## src/wsu_pkg.sv

```systemverilog
`default_nettype none

package wsu_pkg;

    // Default width of the kept frame length
    localparam int unsigned LENGTH_BITS_DEF = 32;

    // First header byte of an accepted frame: FIN set, text or binary opcode
    localparam logic [7:0] HDR_TEXT   = 8'h81;
    localparam logic [7:0] HDR_BINARY = 8'h82;

    // Length codes in the second header byte
    localparam logic [6:0] LEN_CODE_MASK  = 7'h7f;
    localparam logic [6:0] LEN_CODE_EXT16 = 7'd126;
    localparam logic [6:0] LEN_CODE_EXT64 = 7'd127;

    // Header byte counter end values (count before increment)
    localparam logic [2:0] EXT16_LAST = 3'd1;
    localparam logic [2:0] EXT64_LAST = 3'd7;
    localparam logic [2:0] MASK_LAST  = 3'd3;

    typedef enum logic [6:0] {
        PH_IDLE    = 7'b000_0001,
        PH_LEN     = 7'b000_0010,
        PH_EXT16   = 7'b000_0100,
        PH_EXT64   = 7'b000_1000,
        PH_MASK    = 7'b001_0000,
        PH_PAYLOAD = 7'b010_0000,
        PH_DISCARD = 7'b100_0000
    } t_phase;

    typedef struct packed {
        logic [7:0] rx_byte;
        logic       buffer_end;
    } t_in_word;

    typedef struct packed {
        logic [7:0] payload_byte;
        logic       is_binary;
        logic       frame_last;
    } t_out_word;

    // Status between the parser and the output register
    typedef struct packed {
        logic      valid;
        t_out_word word;
    } t_result;

endpackage : wsu_pkg

`default_nettype wire

```

## src/wsu_parser.sv

```systemverilog
`default_nettype none

module wsu_parser
    import wsu_pkg::*;
#(
    parameter int unsigned LENGTH_BITS = LENGTH_BITS_DEF
) (
    input  wire logic     i_clk,
    input  wire logic     i_rst_n,
    input  wire logic     i_step,
    input  wire t_in_word i_word,
    output t_result       o_res
);

    t_phase                 r_phase, n_phase;
    logic [2:0]             r_hcnt, n_hcnt;
    logic [LENGTH_BITS-1:0] r_remain, n_remain;   // length, then bytes still to come
    logic [1:0]             r_key_sel, n_key_sel;
    logic [31:0]            r_mask_key, n_mask_key;
    logic                   r_binary, n_binary;

    logic [7:0] key_byte;
    logic [6:0] len_code;

    assign len_code = i_word.rx_byte[6:0] & LEN_CODE_MASK;

    always_comb begin
        unique case (r_key_sel)
            2'd0: key_byte = r_mask_key[31:24];
            2'd1: key_byte = r_mask_key[23:16];
            2'd2: key_byte = r_mask_key[15:8];
            2'd3: key_byte = r_mask_key[7:0];
            default: key_byte = r_mask_key[7:0];
        endcase
    end

    always_comb begin
        o_res.valid             = i_step && (r_phase == PH_PAYLOAD);
        o_res.word.payload_byte = i_word.rx_byte ^ key_byte;
        o_res.word.is_binary    = r_binary;
        o_res.word.frame_last   = (r_remain == LENGTH_BITS'(1));
    end

    always_comb begin
        n_phase    = r_phase;
        n_hcnt     = r_hcnt;
        n_remain   = r_remain;
        n_key_sel  = r_key_sel;
        n_mask_key = r_mask_key;
        n_binary   = r_binary;
        if (i_step) begin
            unique case (r_phase)
                PH_IDLE: begin
                    if (i_word.rx_byte == HDR_TEXT || i_word.rx_byte == HDR_BINARY) begin
                        n_binary = (i_word.rx_byte == HDR_BINARY);
                        n_phase  = PH_LEN;
                    end else begin
                        n_phase = PH_DISCARD;
                    end
                end
                PH_LEN: begin
                    n_hcnt     = 3'd0;
                    n_mask_key = 32'd0;
                    n_key_sel  = 2'd0;
                    if (len_code == LEN_CODE_EXT16) begin
                        n_remain = '0;
                        n_phase  = PH_EXT16;
                    end else if (len_code == LEN_CODE_EXT64) begin
                        n_remain = '0;
                        n_phase  = PH_EXT64;
                    end else begin
                        n_remain = LENGTH_BITS'(len_code);
                        n_phase  = PH_MASK;
                    end
                end
                PH_EXT16, PH_EXT64: begin
                    // shift the length in, keeping only the low bits
                    n_remain = {r_remain[LENGTH_BITS-9:0], i_word.rx_byte};
                    n_hcnt   = r_hcnt + 3'd1;
                    if ((r_phase == PH_EXT16 && r_hcnt == EXT16_LAST) ||
                        (r_phase == PH_EXT64 && r_hcnt == EXT64_LAST)) begin
                        n_hcnt  = 3'd0;
                        n_phase = PH_MASK;
                    end
                end
                PH_MASK: begin
                    n_mask_key = {r_mask_key[23:0], i_word.rx_byte};
                    n_hcnt     = r_hcnt + 3'd1;
                    if (r_hcnt == MASK_LAST) begin
                        n_hcnt    = 3'd0;
                        n_key_sel = 2'd0;
                        n_phase   = (r_remain == '0) ? PH_DISCARD : PH_PAYLOAD;
                    end
                end
                PH_PAYLOAD: begin
                    n_key_sel = r_key_sel + 2'd1;
                    n_remain  = r_remain - LENGTH_BITS'(1);
                    if (r_remain == LENGTH_BITS'(1)) begin
                        n_phase = PH_DISCARD;
                    end
                end
                default: begin
                    n_phase = PH_DISCARD;
                end
            endcase
            // end of buffer: drop back to the reset state after this word
            if (i_word.buffer_end) begin
                n_phase    = PH_IDLE;
                n_hcnt     = 3'd0;
                n_remain   = '0;
                n_key_sel  = 2'd0;
                n_mask_key = 32'd0;
                n_binary   = 1'b0;
            end
        end
    end

    always_ff @(posedge i_clk) begin
        if (!i_rst_n) begin
            r_phase    <= PH_IDLE;
            r_hcnt     <= 3'd0;
            r_remain   <= '0;
            r_key_sel  <= 2'd0;
            r_mask_key <= 32'd0;
            r_binary   <= 1'b0;
        end else begin
            r_phase    <= n_phase;
            r_hcnt     <= n_hcnt;
            r_remain   <= n_remain;
            r_key_sel  <= n_key_sel;
            r_mask_key <= n_mask_key;
            r_binary   <= n_binary;
        end
    end

`ifndef SYNTHESIS
    a_end_clears: assert property (@(posedge i_clk) disable iff (!i_rst_n)
        (i_step && i_word.buffer_end) |=> (r_phase == PH_IDLE && r_remain == '0))
        else $error("parser not cleared after buffer end");

    a_last_leaves_payload: assert property (@(posedge i_clk) disable iff (!i_rst_n)
        (o_res.valid && o_res.word.frame_last) |=>
            (r_phase == PH_DISCARD || r_phase == PH_IDLE))
        else $error("payload phase kept after last byte");

    a_payload_nonempty: assert property (@(posedge i_clk) disable iff (!i_rst_n)
        (r_phase == PH_PAYLOAD) |-> (r_remain != '0))
        else $error("payload phase with no bytes left");

    a_idle_no_count: assert property (@(posedge i_clk) disable iff (!i_rst_n)
        (r_phase == PH_IDLE) |-> (r_hcnt == 3'd0 && r_key_sel == 2'd0))
        else $error("counters not clear in idle");
`endif

endmodule : wsu_parser

`default_nettype wire

```

## src/wsu_out_reg.sv

```systemverilog
`default_nettype none

module wsu_out_reg
    import wsu_pkg::*;
(
    input  wire logic    i_clk,
    input  wire logic    i_rst_n,
    input  wire t_result i_res,
    input  wire logic    i_take,
    output logic         o_space,
    output logic         o_valid,
    output t_out_word    o_word
);

    logic      r_valid, n_valid;
    t_out_word r_word;

    // room when empty or the held word leaves this cycle
    assign o_space = !r_valid || i_take;
    assign o_valid = r_valid;
    assign o_word  = r_word;

    always_comb begin
        n_valid = r_valid;
        if (i_res.valid) begin
            n_valid = 1'b1;
        end else if (i_take) begin
            n_valid = 1'b0;
        end
    end

    always_ff @(posedge i_clk) begin
        if (!i_rst_n) begin
            r_valid <= 1'b0;
        end else begin
            r_valid <= n_valid;
        end
    end

    always_ff @(posedge i_clk) begin
        if (i_res.valid) begin
            r_word <= i_res.word;
        end
    end

endmodule : wsu_out_reg

`default_nettype wire

```

## src/websocket_frame_unmasker_core.sv

```systemverilog
// Channel | Valid       | Ready       | Word
// --------+-------------+-------------+--------------------------------------
// in      | i_in_valid  | o_in_ready  | i_in_data  (rx_byte, buffer_end)
// out     | o_out_valid | i_out_ready | o_out_data (payload_byte, is_binary,
//         |             |             |             frame_last)
//
// One word per cycle sustained while the output is not stalled; an accepted payload byte
// passes input register, unmask, result register in turn; header bytes give no word.
// The rate is set by the header/payload update in the parser.
// Reset is synchronous, active low, and returns the parser to header wait.
// A stalled output holds its word; the input register still takes one more.
`default_nettype none

module websocket_frame_unmasker_core
    import wsu_pkg::*;
#(
    parameter int unsigned LENGTH_BITS = LENGTH_BITS_DEF
) (
    input  wire logic      i_clk,
    input  wire logic      i_rst_n,
    input  wire logic      i_in_valid,
    output logic           o_in_ready,
    input  wire t_in_word  i_in_data,
    output logic           o_out_valid,
    input  wire logic      i_out_ready,
    output t_out_word      o_out_data
);

    // Input register: hold one received word until the parser takes it
    logic     r_in_valid, n_in_valid;
    t_in_word r_in_word;

    logic    out_space;
    logic    advance;
    t_result res;

    // Advance the parser whenever a word is held and the result slot has room;
    // header words advance too, as they leave nothing for the result slot.
    assign advance    = r_in_valid && out_space;
    assign o_in_ready = !r_in_valid || advance;

    always_comb begin
        n_in_valid = r_in_valid;
        if (i_in_valid && o_in_ready) begin
            n_in_valid = 1'b1;
        end else if (advance) begin
            n_in_valid = 1'b0;
        end
    end

    always_ff @(posedge i_clk) begin
        if (!i_rst_n) begin
            r_in_valid <= 1'b0;
        end else begin
            r_in_valid <= n_in_valid;
        end
    end

    // Payload of the input register needs no reset
    always_ff @(posedge i_clk) begin
        if (i_in_valid && o_in_ready) begin
            r_in_word <= i_in_data;
        end
    end

    // Header phase, length, key and unmask logic
    wsu_parser #(
        .LENGTH_BITS (LENGTH_BITS)
    ) u_parser (
        .i_clk   (i_clk),
        .i_rst_n (i_rst_n),
        .i_step  (advance),
        .i_word  (r_in_word),
        .o_res   (res)
    );

    // Result register toward the consumer
    wsu_out_reg u_out_reg (
        .i_clk   (i_clk),
        .i_rst_n (i_rst_n),
        .i_res   (res),
        .i_take  (i_out_ready),
        .o_space (out_space),
        .o_valid (o_out_valid),
        .o_word  (o_out_data)
    );

`ifndef SYNTHESIS
    a_in_hold: assert property (@(posedge i_clk) disable iff (!i_rst_n)
        (r_in_valid && !advance) |=> (r_in_valid && $stable(r_in_word)))
        else $error("stalled input word lost or changed");

    a_out_hold: assert property (@(posedge i_clk) disable iff (!i_rst_n)
        (o_out_valid && !i_out_ready) |=> (o_out_valid && $stable(o_out_data)))
        else $error("stalled result word lost or changed");

    a_result_needs_step: assert property (@(posedge i_clk) disable iff (!i_rst_n)
        res.valid |-> (advance && out_space))
        else $error("result produced without room");
`endif

endmodule : websocket_frame_unmasker_core

`default_nettype wire

```

## config.mk

```make
export PLATFORM = sky130hd
export DESIGN_NAME = websocket_frame_unmasker_core
export DESIGN_NICKNAME = d
export VERILOG_FILES = /design/src/wsu_pkg.sv /design/src/wsu_parser.sv /design/src/wsu_out_reg.sv /design/src/websocket_frame_unmasker_core.sv
export SDC_FILE = /design/constraint.sdc
export NUM_CORES = 1
export LEC_CHECK = 0
export BUFFER_PORTS_ARGS = -buffer_cell sky130_fd_sc_hd__buf_2
export CELL_PAD_IN_SITES_DETAIL_PLACEMENT = 1
export CELL_PAD_IN_SITES_GLOBAL_PLACEMENT = 1
export CORE_AREA = 2 2 105 107
export CTS_BUF_LIST = sky130_fd_sc_hd__clkbuf_16
export DETAILED_ROUTE_END_ITERATION = 10
export DIE_AREA = 0 0 107 109
export GPL_TIMING_DRIVEN = 0
export PLACE_DENSITY_LB_ADDON = 0.05
export SLEW_MARGIN = 0
export SYNTH_ARGS = -nofsm -noshare
export SYNTH_HDL_FRONTEND = slang
export SYNTH_SLANG_ARGS = --single-unit
```

## constraint.sdc

```tcl
create_clock -name i_clk -period 5.7 [get_ports i_clk]
set_input_delay 0.57 -clock i_clk [delete_from_list [all_inputs] [get_ports i_clk]]
set_output_delay 0.57 -clock i_clk [all_outputs]
set_load 0.005 [all_outputs]
```

Word-level counts from Yosys, hierarchy flattened. Cells that the tools add are included.

Bits in registers: 98. Output and inout port bits: 12.

Reductions and logical operators: 28. Muxes and demuxes: 30. Add/subtract/negate cells: 3. Bitwise operators: 1. Equality and inequality tests: 20.

Operators by type and width (count): 32-bit 2-to-1 mux (3); 32-bit case mux with 3 select lines (1); 32-bit case mux with 2 select lines (1); 7-bit 2-to-1 mux (8); 7-bit case mux with 5 select lines (1); 32-bit by 1-bit equality test with 1-bit output (second input constant) (1); 32-bit zero test (1); 8-bit case mux with 4 select lines (1); 32-bit by 1-bit subtractor with 32-bit output (second input constant) (1); 8-bit equality test (second input constant) (2); 7-bit equality test (second input constant) (2); 4-bit nonzero test (3); 3-bit 2-to-1 mux (3); 3-bit by 2-bit inequality test with 1-bit output (second input constant) (3); 3-bit case mux with 3 select lines (1); 2-bit nonzero test (4); 8-bit XOR (1); 7-bit by 1-bit equality test with 1-bit output (second input constant) (1); 7-bit by 2-bit equality test with 1-bit output (second input constant) (1); 7-bit by 3-bit equality test with 1-bit output (second input constant) (1); 7-bit by 4-bit equality test with 1-bit output (second input constant) (1); 7-bit by 5-bit equality test with 1-bit output (second input constant) (1); 7-bit by 6-bit equality test with 1-bit output (second input constant) (1); 1-bit 2-to-1 mux (7); 19 further kinds (32).

Longest topological paths before layout.
Word-level depth: 6. Gate-level depth with buffers: 8. Mapped depth without buffers: 7.

By module. Synthesis repeated with hierarchy kept, for this count alone.

Cell total of the unflattened synthesis: 575. Area, all modules: 4971.0 um^2.

By module, submodules not included: wsu_parser (area an instance 4286.6 um^2, times used 1, sequential area each 1541.5 um^2, cells an instance 546); wsu_out_reg (area an instance 349.1 um^2, times used 1, sequential area each 320.3 um^2, cells an instance 14); websocket_frame_unmasker_core (area an instance 335.3 um^2, times used 1, sequential area each 290.3 um^2, cells an instance 15).

Least setup slack after synthesis. No wires, ideal clock.

Kind: reg-to-reg. From: reg u_parser.r_phase[0]. To: reg u_out_reg.r_word (netlist bit u_out_reg.o_word[0]) (enable). Cell stages (with the launch flop): 6. Clock period less this slack: 2355 ps. Buffers on the path: 2. Slack: 3345 ps. Arrival: 1977 ps. Data required time: 5322 ps. Path through: dfxtp_1 > clkbuf_1 > nor4_1 > nand3_1 > clkbuf_1 > nor2_1.

RTL lines: start, declared (RTL line wsu_parser.sv:15) `t_phase r_phase, n_phase;`; start signal, assigned (RTL line wsu_parser.sv:127) `r_phase <= n_phase;`; end signal, assigned (RTL line wsu_out_reg.sv:42) `r_word <= i_res.word;`; end, declared (RTL line wsu_out_reg.sv:16) `t_out_word r_word;`.

==> summary.txt <==
Clock tree
  • PostCTS Resize Cnt: 0
  • CTS tree: yes
  • Cts bufs inserted: 9
  • CTS root buffer: clkbuf_16
  • Largest buffer count on any clock path: 2
  • H-tree levels: 3
  • # clock sinks: 98
  • Clk Latency, worst-skew pair: 360 ps
  • Clock transition at path regs: 70 ps
  • CTS Hold Bufs: 0
  • Post-CTS Setup Bufs: 0

Synthesis
  • Most common library cells after synthesis: dfxtp_1 (79), nand2_1 (69), a21oi_1 (62), nand3_1 (46), nor2_1 (32)
  • Async SR Flop Fraction: 0
  • Largest cells by area after synthesis: dfxtp_1 (30%), edfxtp_1 (11%), a21oi_1 (6.0%)
  • Compound-Gate Fraction of Synth Area: 0.225
  • Sequential element share of the synthesized area: 0.413
  • Largest family of logic cells by synthesized area: simple AND/OR/NAND/NOR gates
  • Post-synthesis mux area share: 0.00768
  • Area share of and/or/nand/nor cells after synthesis: 0.251
  • Share of Yosys cell area claimed by the top area cell type: 0.303
  • Adder-Cell Fraction of Synth Area: 0.0264
  • Synth cell types: 67
  • Synth Register Bits: 98
  • Synth Flop Type: dfxtp_1
  • Cell Area, Synth: 0.00521 sq mm
  • XOR/XNOR share of the synthesized area: 0.0269
  • Dominant cell type by area after synthesis: dfxtp_1
  • EDFF count, synth: 19
  • Mapped Cells: 615
  • Average cell area after synthesis: 8.48 sq um
  • Synth Warn #: 0
  • Mapped Nets: 639
  • Most common cell in the netlist: dfxtp_1

Floorplanning
  • DIE HEIGHT: 109 um
  • Die footprint: 0.0117 sq mm
  • I/O Pins: 25
  • Initial Util: 0.492
  • Row cnt: 38
  • Die width: 107 um
  • Core ar.: 0.0106 sq mm

GRT
  • GRT Residual Overflow: 0
  • Gr usage total: 0.306
  • Antenna violations before repair: 0
  • Global-route wire length before repair: 27,500 um
  • Vias in the first global route: 5,135
  • Largest net degree at the start of global routing: 19

Final layout
  • Final Util: 0.546
  • Multi-input logic area: 0.00280 sq mm
  • Area grow syn2layout: 11.1%
  • N_diodes: 0
  • Post-route insts no fill: 795
  • Register area: 0.00215 sq mm
  • Fin nets: 674
  • Share of cells above drive strength 1: 0.101
  • Layout fillers: 1,291

Timing
  • Final min period: 3360 ps
  • Relative slew slack: 0.256
  • Clock Skews: 5.35 ps
  • Final Hold Violating Endpoints: 0
  • Period Utilization, post-route: 0.590
  • Slew Limit Fails: 0
  • Worst-margin pin slew: 1110 ps
  • Setup violations, final: 0
  • RSZ-0062 raised after global routing: no
  • Achievable Freq: 297 MHz
  • Setup_tns: 0 ps

Worst setup path
  • WP data required: 5680 ps
  • CP Max Fanout: 11
  • Startpoint types: flop
  • Crit. End Element: flop
  • Arr. time, crit path: 3340 ps
  • Crit Path Class: reg -> reg

Routing
  • Detailed Routing Iterations Pass 1: 5
  • Antenna-violating nets left: 0
  • Via density per instance: 6.39
  • DR iter-0 viols: 456
  • Total Wirelength: 17,200 um
  • DRC violations left: 0
  • Wire per inst: 21.6 um
  • Via count: 5,083

Place
  • Port buffer count: 24
  • Placer Congestion: 0.871
  • DP Wirelength: 12,500 um
  • Placed Instances: 779

Pwr
  • Leakage: 2.20 nW
  • Maximum vdd drop: 191 uV
  • Power per cell area: 239 mW/mm^2

Status
  • Status: complete, no violations

Flow run
  • Max Cap Viol: 0

Worst hold path
  • HP Class: in -> reg
## power breakdown
| group | switching, mW | internal [mW] | leakage (nW) |
|---|---|---|---|
| combinational | 0.0474 | 0.0201 | 1.24 |
| sequential | 0.00865 | 0.711 | 0.816 |
| clock | 0.296 | 0.303 | 0.139 |
| total | 0.352 | 1.03 | 2.20 |
## worst max-delay path, cell delays in order (launching register included)
cell	delay [ps]
dfxtp_1	300
clkbuf_1	200
nor4_1	580
nand3_1	590
clkbuf_1	420
nor2_1	890
## cells by family after synthesis
| group | count (synthesis) |
|---|---|
| buf+inv | 62 |
| mux | 4 |
| flops | 98 |
| simple gates | 251 |
| compound gates | 173 |
| xor+xnor | 16 |
| fa+ha+maj | 11 |
## layout by cell type (no fill, tap or decap), drive strengths merged, types with 8 or more instances in the layout
cell type	Yosys	routed
a21o	9	9
nor2	32	32
nand2	69	69
a222oi	8	8
buf	14	38
nor4	16	16
a21oi	62	62
edfxtp	19	19
inv	19	23
nand3	46	46
clkbuf	29	38
dfxtp	79	79
or4	13	13
and3	12	12
xor2	11	11
nor3	23	23
o21ai	26	26
a221o	9	9
ha	11	11
## path summary, 6_finish.rpt
check / startpoint / endpoint / slack [ps] / depth (start not counted)
max: u_parser.r_phase[0]$_SDFFE_PN1P_ / u_out_reg.o_word[7]$_DFFE_PP_ / 2340 / 5
min: i_in_data[8] / r_in_word[8]$_DFFE_PP_ / 380 / 1
max reg2reg: u_parser.r_phase[0]$_SDFFE_PN1P_ / u_out_reg.o_word[7]$_DFFE_PP_ / 2340 / 5
min reg2reg: u_parser.r_mask_key[25]$_SDFFE_PN0P_ / u_parser.r_mask_key[25]$_SDFFE_PN0P_ / 450 / 2
## metrics by stage
stage          total power, mW  hold slack, ps  setup WS, ps  cell area [sq um]
5_1_grt                   1.43             372          2120               5790
6_report                  1.39             384          2340               5790
3_3_place_gp             0.798             439          2570               5510
4_1_cts                   1.39             378          2420               5790
2_1_floorplan            0.773             416          3350               5210
3_5_place_dp             0.800             438          2410               5510
## state kept, by name, indices dropped and copies added, names as in the netlist
signal	cells
u_parser.r_hcnt	3
r_in_word	9
r_in_valid	1
u_parser.r_binary	1
u_out_reg.o_word	10
u_parser.r_key_sel	2
u_out_reg.o_valid	1
u_parser.r_mask_key	32
u_parser.r_remain	32
u_parser.r_phase	7
## final cells by class
class | count | share of cell area
multi-input cells | 455 | 0.484
clock buffers | 9 | 0.0389
plain buffers | 43 | 0.0328
repair buffers | 24 | 0.0207
clock inverters | 7 | 0.00972
inverters | 19 | 0.0123
well taps | 140 | 0.0303
flip-flops and latches | 98 | 0.372
## per-layer routing
metal  GRT usage  part of all wire  up-vias
met5           0                 0        -
met4       0.109             0.017        0
met3      0.0400             0.056       26
met2       0.490              0.47      153
met1       0.426              0.45     2533
li1            -                 -     2371
No activity file was read; power rests on OpenSTA's default activity.
